==> config.mk <==
export PLATFORM = sky130hd
export DESIGN_NAME = collatz_residue_sieve
export DESIGN_NICKNAME = d
export VERILOG_FILES = /design/src/rtl/csieve_pkg.sv /design/src/rtl/collatz_residue_sieve.sv /design/src/rtl/csieve_cfg.sv /design/src/rtl/csieve_step.sv
export SDC_FILE = /design/constraint.sdc
export NUM_CORES = 2
export LEC_CHECK = 0
export BUFFER_PORTS_ARGS = -buffer_cell sky130_fd_sc_hd__buf_2
export CAP_MARGIN = 40
export CORE_ASPECT_RATIO = 0.5
export CORE_MARGIN = 10
export CORE_UTILIZATION = 55
export CTS_CLUSTER_DIAMETER = 150
export DETAILED_ROUTE_END_ITERATION = 7
export GPL_ROUTABILITY_DRIVEN = 0
export PLACE_DENSITY = 0.72
export SETUP_SLACK_MARGIN = 0.1
export SYNTH_ARGS = -nofsm -noshare
export SYNTH_HDL_FRONTEND = slang
export SYNTH_SLANG_ARGS = --single-unit
==> constraint.sdc <==
create_clock -name clk -period 8.65 [get_ports clk]
set_input_delay 0.865 -clock clk [delete_from_list [all_inputs] [get_ports clk]]
set_output_delay 0.865 -clock clk [all_outputs]
set_load 0.005 [all_outputs]
==> src/rtl/csieve_pkg.sv <==
// Package for the Collatz residue sieve: field widths, the configuration word
// type and helper functions for depth clamping, residue masking and step bounds.
// No dependencies.
package csieve_pkg;

    localparam int RESIDUE_W     = 30;
    localparam int DEPTH_W       = 6;
    localparam int MIN_DEPTH     = 2;
    localparam int RESET_DEPTH   = 18;
    localparam int MAX_DEPTH_DEF = 32;

    typedef struct packed {
        logic [DEPTH_W-1:0]   depth;
        logic [RESIDUE_W-1:0] mask;
    } cfg_t;

    function automatic logic [DEPTH_W-1:0] clamp_depth(
        input logic [DEPTH_W-1:0] raw,
        input int                 max_depth
    );
        logic [DEPTH_W-1:0] d;
        d = raw;
        if (d < DEPTH_W'(MIN_DEPTH))
            d = DEPTH_W'(MIN_DEPTH);
        else if (d > DEPTH_W'(max_depth))
            d = DEPTH_W'(max_depth);
        return d;
    endfunction

    function automatic logic [RESIDUE_W-1:0] depth_mask(input logic [DEPTH_W-1:0] depth);
        logic [RESIDUE_W-1:0] m;
        for (int i = 0; i < RESIDUE_W; i++)
            m[i] = ((int'(depth) - MIN_DEPTH) > i);
        return m;
    endfunction

    // least t with 3^t >= 2^k, evaluated at elaboration
    function automatic int bound_for(input int k);
        longint unsigned p2;
        longint unsigned p3;
        int              t;
        p2 = 1;
        p3 = 1;
        t  = 0;
        for (int i = 0; i < k; i++)
            p2 = p2 << 1;
        for (int i = 0; i < 64; i++)
            if (p3 < p2)
            begin
                p3 = p3 * 3;
                t  = t + 1;
            end
        return t;
    endfunction

endpackage

==> src/rtl/collatz_residue_sieve.sv <==
// Collatz residue sieve top level: configuration register and a chain of
// MAX_DEPTH map-step stages. Depends on csieve_pkg, csieve_cfg, csieve_step.
//
// Usage:
//   Input channel in_valid/in_ready carries one residue word. Output channel
//   out_valid/out_ready returns residue_echo (the residue masked to its low
//   L-2 bits) and survives (1 when the odd-step count met the 3^q >= 2^k
//   bound after every step k up to L).
//   The configuration channel cfg_valid/cfg_ready writes sieve_depth (L);
//   it is always ready; the user must ensure it is written only while the
//   pipeline is empty, as the block itself does not enforce this. Stages
//   beyond L pass the word through unchanged in outcome. Throughput is one
//   word per cycle unless stalled. Each stage has its own valid bit and
//   ready; a stall on out_ready holds the last stage and back-pressure moves
//   upstream only as far as the first empty stage, so bubbles are absorbed.
//   Reset empties the pipeline and sets the depth to 18.
module collatz_residue_sieve
    import csieve_pkg::*;
#(
    parameter int MAX_DEPTH = MAX_DEPTH_DEF
)
(
    input  logic                 clk,
    input  logic                 rst_n,
    input  logic                 cfg_valid,
    output logic                 cfg_ready,
    input  logic [DEPTH_W-1:0]   sieve_depth,
    input  logic                 in_valid,
    output logic                 in_ready,
    input  logic [RESIDUE_W-1:0] residue,
    output logic                 out_valid,
    input  logic                 out_ready,
    output logic [RESIDUE_W-1:0] residue_echo,
    output logic                 survives
);

    localparam int W  = MAX_DEPTH;
    localparam int QW = $clog2(MAX_DEPTH+1);

    cfg_t                 cfg;
    logic                 s_valid [0:MAX_DEPTH];
    logic                 s_ready [0:MAX_DEPTH];
    logic [W-1:0]         s_x     [0:MAX_DEPTH];
    logic [QW-1:0]        s_q     [0:MAX_DEPTH];
    logic                 s_ok    [0:MAX_DEPTH];
    logic [RESIDUE_W-1:0] s_res   [0:MAX_DEPTH];
    logic [RESIDUE_W-1:0] res_masked;

    csieve_cfg #(
        .MAX_DEPTH (MAX_DEPTH)
    ) u_cfg (
        .clk         (clk),
        .rst_n       (rst_n),
        .cfg_valid   (cfg_valid),
        .cfg_ready   (cfg_ready),
        .sieve_depth (sieve_depth),
        .cfg         (cfg)
    );

    // form x = 4r+3 from the masked residue
    assign res_masked = residue & cfg.mask;
    assign s_valid[0] = in_valid;
    assign in_ready   = s_ready[0];
    assign s_x[0]     = W'({res_masked, 2'b11});
    assign s_q[0]     = '0;
    assign s_ok[0]    = 1'b1;
    assign s_res[0]   = res_masked;

    for (genvar k = 1; k <= MAX_DEPTH; k++)
    begin : g_step
        csieve_step #(
            .MAX_DEPTH (MAX_DEPTH),
            .STEP      (k)
        ) u_step (
            .clk      (clk),
            .rst_n    (rst_n),
            .cfg      (cfg),
            .up_valid (s_valid[k-1]),
            .up_ready (s_ready[k-1]),
            .up_x     (s_x[k-1]),
            .up_q     (s_q[k-1]),
            .up_ok    (s_ok[k-1]),
            .up_res   (s_res[k-1]),
            .dn_valid (s_valid[k]),
            .dn_ready (s_ready[k]),
            .dn_x     (s_x[k]),
            .dn_q     (s_q[k]),
            .dn_ok    (s_ok[k]),
            .dn_res   (s_res[k])
        );
    end

    assign s_ready[MAX_DEPTH] = out_ready;
    assign out_valid          = s_valid[MAX_DEPTH];
    assign residue_echo       = s_res[MAX_DEPTH];
    assign survives           = s_ok[MAX_DEPTH];

endmodule

==> src/rtl/csieve_cfg.sv <==
// Depth configuration register: clamps the written depth and precomputes
// the residue mask. Depends on csieve_pkg.
module csieve_cfg
    import csieve_pkg::*;
#(
    parameter int MAX_DEPTH = MAX_DEPTH_DEF
)
(
    input  logic               clk,
    input  logic               rst_n,
    input  logic               cfg_valid,
    output logic               cfg_ready,
    input  logic [DEPTH_W-1:0] sieve_depth,
    output cfg_t               cfg
);

    cfg_t cfg_reg;
    cfg_t cfg_next;

    always_comb
    begin
        cfg_next = cfg_reg;
        if (cfg_valid)
        begin
            cfg_next.depth = clamp_depth(sieve_depth, MAX_DEPTH);
            cfg_next.mask  = depth_mask(cfg_next.depth);
        end
    end

    always_ff @(posedge clk or negedge rst_n)
    begin
        if (!rst_n)
        begin
            cfg_reg.depth <= clamp_depth(DEPTH_W'(RESET_DEPTH), MAX_DEPTH);
            cfg_reg.mask  <= depth_mask(clamp_depth(DEPTH_W'(RESET_DEPTH), MAX_DEPTH));
        end
        else
        begin
            cfg_reg <= cfg_next;
        end
    end

    assign cfg_ready = 1'b1;
    assign cfg       = cfg_reg;

endmodule

==> src/rtl/csieve_step.sv <==
// One pipeline stage: a single shortcut-map step with its odd-step bound check,
// registered behind a valid/ready slot. Depends on csieve_pkg.
module csieve_step
    import csieve_pkg::*;
#(
    parameter int MAX_DEPTH = MAX_DEPTH_DEF,
    parameter int STEP      = 1
)
(
    input  logic                               clk,
    input  logic                               rst_n,
    input  cfg_t                               cfg,
    input  logic                               up_valid,
    output logic                               up_ready,
    input  logic [MAX_DEPTH-1:0]               up_x,
    input  logic [$clog2(MAX_DEPTH+1)-1:0]     up_q,
    input  logic                               up_ok,
    input  logic [RESIDUE_W-1:0]               up_res,
    output logic                               dn_valid,
    input  logic                               dn_ready,
    output logic [MAX_DEPTH-1:0]               dn_x,
    output logic [$clog2(MAX_DEPTH+1)-1:0]     dn_q,
    output logic                               dn_ok,
    output logic [RESIDUE_W-1:0]               dn_res
);

    localparam int W     = MAX_DEPTH;
    localparam int QW    = $clog2(MAX_DEPTH+1);
    localparam int BOUND = bound_for(STEP);

    logic          valid_reg;
    logic          valid_next;
    logic [W-1:0]  x_reg;
    logic [W-1:0]  x_next;
    logic [QW-1:0] q_reg;
    logic [QW-1:0] q_next;
    logic          ok_reg;
    logic          ok_next;
    logic [RESIDUE_W-1:0] res_reg;
    logic [W-1:0]  x3;
    logic          odd;
    logic          active;

    // hold while a word waits downstream
    assign up_ready = !valid_reg || dn_ready;

    always_comb
    begin
        odd     = up_x[0];
        x3      = up_x + {up_x[W-2:0], 1'b0} + W'(1);
        x_next  = odd ? {1'b0, x3[W-1:1]} : {1'b0, up_x[W-1:1]};
        q_next  = up_q + QW'(odd);
        active  = (cfg.depth >= DEPTH_W'(STEP));
        ok_next = up_ok && (!active || (q_next >= QW'(BOUND)));
        valid_next = up_ready ? up_valid : valid_reg;
    end

    always_ff @(posedge clk or negedge rst_n)
    begin
        if (!rst_n)
            valid_reg <= 1'b0;
        else
            valid_reg <= valid_next;
    end

    always_ff @(posedge clk)
    begin
        if (up_ready && up_valid)
        begin
            x_reg   <= x_next;
            q_reg   <= q_next;
            ok_reg  <= ok_next;
            res_reg <= up_res;
        end
    end

    assign dn_valid = valid_reg;
    assign dn_x     = x_reg;
    assign dn_q     = q_reg;
    assign dn_ok    = ok_reg;
    assign dn_res   = res_reg;

endmodule

==> flow_metrics.py <==
metrics = {
    "run_status": {
        "outcome": "finished clean",
    },
    "clock_network": {
        "post-cts-setup-buffers": 0,
        "cts_tree": "built",
        "clk_latency_ps": 800,
        "path_clk_slew_ps": 60,
        "cts_resized": 0,
        "holdBufCountCts": 1,
        "h-tree-depth": 4,
        "cts_sinks": 1712,
        "cts_buffers": 157,
        "root_buffer": "clkbuf_16",
        "clk_path_buf_depth": 4,
    },
    "power_and_ir_drop": {
        "p_leak_nw": 34.8,
        "p_sw_share_pct": 36.3,
        "power_frac_comb_pct": 46.9,
        "p_per_area_mw_per_mm2": 415,
        "p_int_w": 0.0240,
        "p_seq_share_pct": 35.6,
        "p_switching_w": 0.0137,
        "vdd_drop_max_uv": 219,
        "clkPwrFrac_pct": 17.4,
    },
    "finish": {
        "drive_gt1_share_pct": 11.4,
        "largest_reg_flops": 960,
        "synthToLayoutAreaGrowth_pct": 9.58,
        "nFillCells": 10922,
        "n_antenna_cell": 0,
        "fin_area_mm2": 0.0910,
        "layout.nets": 6958,
    },
    "drt": {
        "drt_wl_total_mm": 145,
        "firstDrtPassIters": 6,
        "drtAntennaViolNets": 0,
        "drc": 0,
        "viasPerCell": 5.70,
        "vias": 47794,
        "drt_iter0_drc": 3145,
        "wl_per_cell_um": 17.3,
    },
    "yosys": {
        "yosys_warnings": 0,
        "async_flop_share_pct": 3.97,
        "ys_types": 91,
        "postSynthAreaPerCell_um2": 13.6,
        "synth_cells": 6085,
        "synth-seq-cells": 1712,
        "ys.flop_type": "edfxtp_1",
        "synth_edf_count": 1644,
        "syn_nets": 6755,
        "ys_seq_area_share_pct": 61.5,
        "syn_area_mm2": 0.0830,
    },
    "worst_setup_path": {
        "cp.depth": 11,
        "crit_family": "simple AND/OR/NAND/NOR gates",
        "end_kind": "output pin",
        "critical_path_required_ps": 7790,
        "ff2ff_path_depth": 13,
        "worstSetupPathType": "reg2out",
        "r2r_slack_ps": 4230,
        "timing.rr.start": "g_step[32].u_step.dn_valid",
        "cpMaxStageDelayCell": "nor2_1",
        "r2r-end": "g_step[2].u_step.dn_x[6]",
        "critPathBufInv": 2,
        "cp-start-kind": "register",
        "cp.arrival_ps": 4220,
        "crit_chain": "nor2b_1 -> nand3_1 -> nor2_1 -> nand2_1 -> nor4_1 -> buf_4 -> and2_1 -> nand2_1 -> nor2_1 -> nand3_1 -> buf_2",
        "path_max_fanout": 7,
        "max_stage_delay_ps": 480,
    },
    "sta": {
        "finalSetupViolCount": 0,
        "finalSetupTns_ps": 0,
        "finalCriticalPeriod_ps": 5080,
        "fmaxAchievable_ghz": 0.197,
        "finalHoldViolCount": 0,
        "slew_violations": 0,
        "rsz0062_at_grt": "false",
        "max_slew_margin_pct": 43.7,
        "tightestPinTransition_ps": 824,
        "fin_crit_sh_pct": 58.7,
        "clock_skew_ps": 61.5,
        "whs_ps": 372,
    },
    "flow_run": {
        "drv_cap": 0,
    },
    "global_routing": {
        "grt_pass1_wl_mm": 238,
        "grt_pass1_vias": 48156,
        "antenna_found_initial": 1,
        "grt_usage_pct": 16.9,
        "grt_max_degree": 63,
        "grt_overflow_total": 0,
    },
    "floorplan": {
        "die_area_mm2": 0.168,
        "rows": 100,
        "core_mm2": 0.149,
        "die_h_um": 295,
        "die_w_um": 570,
        "io_pins": 75,
        "initial_core_util_pct": 55.6,
    },
    "hold_path": {
        "min_to": "g_step[21].u_step.dn_res[21]",
        "min_from": "g_step[20].u_step.dn_res[21]",
        "hold_path.class": "reg2reg",
        "hold_depth": 0,
    },
    "placed_design": {
        "place_area_mm2": 0.0862,
        "io_buffers": 73,
        "dp_hpwl_mm": 104,
    },
}
layout make-up:
| class | count | area, um^2 | area share [%] |
|---|---|---|---|
| clock inverter | 75 | 638 | 0.701 |
| sequential | 1712 | 51100 | 56.1 |
| inverter | 236 | 886 | 0.974 |
| multi-input combinational | 4056 | 30900 | 34.0 |
| timing repair buffer | 125 | 823 | 0.905 |
| clock buffer | 197 | 4160 | 4.58 |
| tap | 1989 | 2490 | 2.74 |
power groups by stage:
| stage | sequential (W) | clock [W] | combinational, W |
|---|---|---|---|
| floorplan | 0.0131 | 0 | 0.0142 |
| global placement | 0.0135 | 0 | 0.0166 |
| detailed placement | 0.0136 | 0 | 0.0174 |
| CTS | 0.0135 | 0.00677 | 0.0176 |
| global route | 0.0137 | 0.00712 | 0.0198 |
| finish | 0.0135 | 0.00659 | 0.0177 |
per-layer routing:
layer	track usage [%]	wire (um)	vias to the layer above
met1	22.2	65000	23058
li1	-	-	23506
met2	29.5	71100	981
met3	2.60	5950	249
met5	0	0	-
met4	4.41	3420	0
logic make-up after synthesis:
logic type	share of synthesized area, %
xor+xnor	4.69
mux	3.58
simple gates	8.03
buf+inv	1.44
other cells	0.00452
compound gates	11.0
fa+ha+maj	9.74
flops	61.5
Yosys cell counts, drive strengths merged (67+ instances only):
master     n  area share, %
clkbuf    69           0.31
o21a     154            1.4
xor2     133            1.4
a21o     164            1.5
mux2     230            3.1
edfxtp  1644             59
nand2b    77           0.58
nor2     281            1.3
a21oi    332            2.0
ha       600            9.0
nor3      96           0.58
a21boi    73           0.66
nand3    130           0.78
xnor2    312            3.3
inv      229            1.0
o21ai    271            1.7
nor2b    100           0.75
and2      67           0.50
o31ai     69           0.63
nand2    339            1.5
per-stage QoR:
stage               instances  power (W)  worst slack (ps)  utilization, %
floorplan                6085     0.0273              2150               -
global placement         8111     0.0301              3640            57.6
detailed placement       8117     0.0310              3680            57.7
CTS                      8390     0.0378              3550            60.9
global route             8390     0.0407              3330            60.9
finish                   8390     0.0378              3570            60.9
worst max-delay path by stage:
stage / start / to / slack (ps)
2_1_floorplan: out_ready / g_step[8].u_step.dn_ok / 2150
3_3_place_gp: out_ready / g_step[2].u_step.dn_x[6] / 3640
3_5_place_dp: out_ready / g_step[2].u_step.dn_x[6] / 3680
4_1_cts: g_step[32].u_step.dn_valid / in_ready / 3550
5_1_grt: g_step[32].u_step.dn_valid / in_ready / 3330
6_report: g_step[32].u_step.dn_valid / in_ready / 3570
placed cells by master, fill, tap and decap left out, types with 54 or more instances in the layout:
master     netlist  final
o21ai_0        262    262
a21boi_0        69     66
inv_1          229    229
xnor2_1        312    312
a21o_1         164    164
and3_1          54     54
nor2_1         281    281
xor2_1         133    133
nand3_1        130    130
o21a_1         154    154
ha_1           600    600
nand2_1        339    339
or2_2           66     66
nand2b_1        77     77
nor3_1          96     96
o31ai_1         68     68
mux2_2         229    229
clkbuf_16        0    161
buf_2            1     72
edfxtp_1      1644   1644
nor2b_1        100     89
a21oi_1        329    328
No activity file was read; power rests on OpenSTA's default activity.
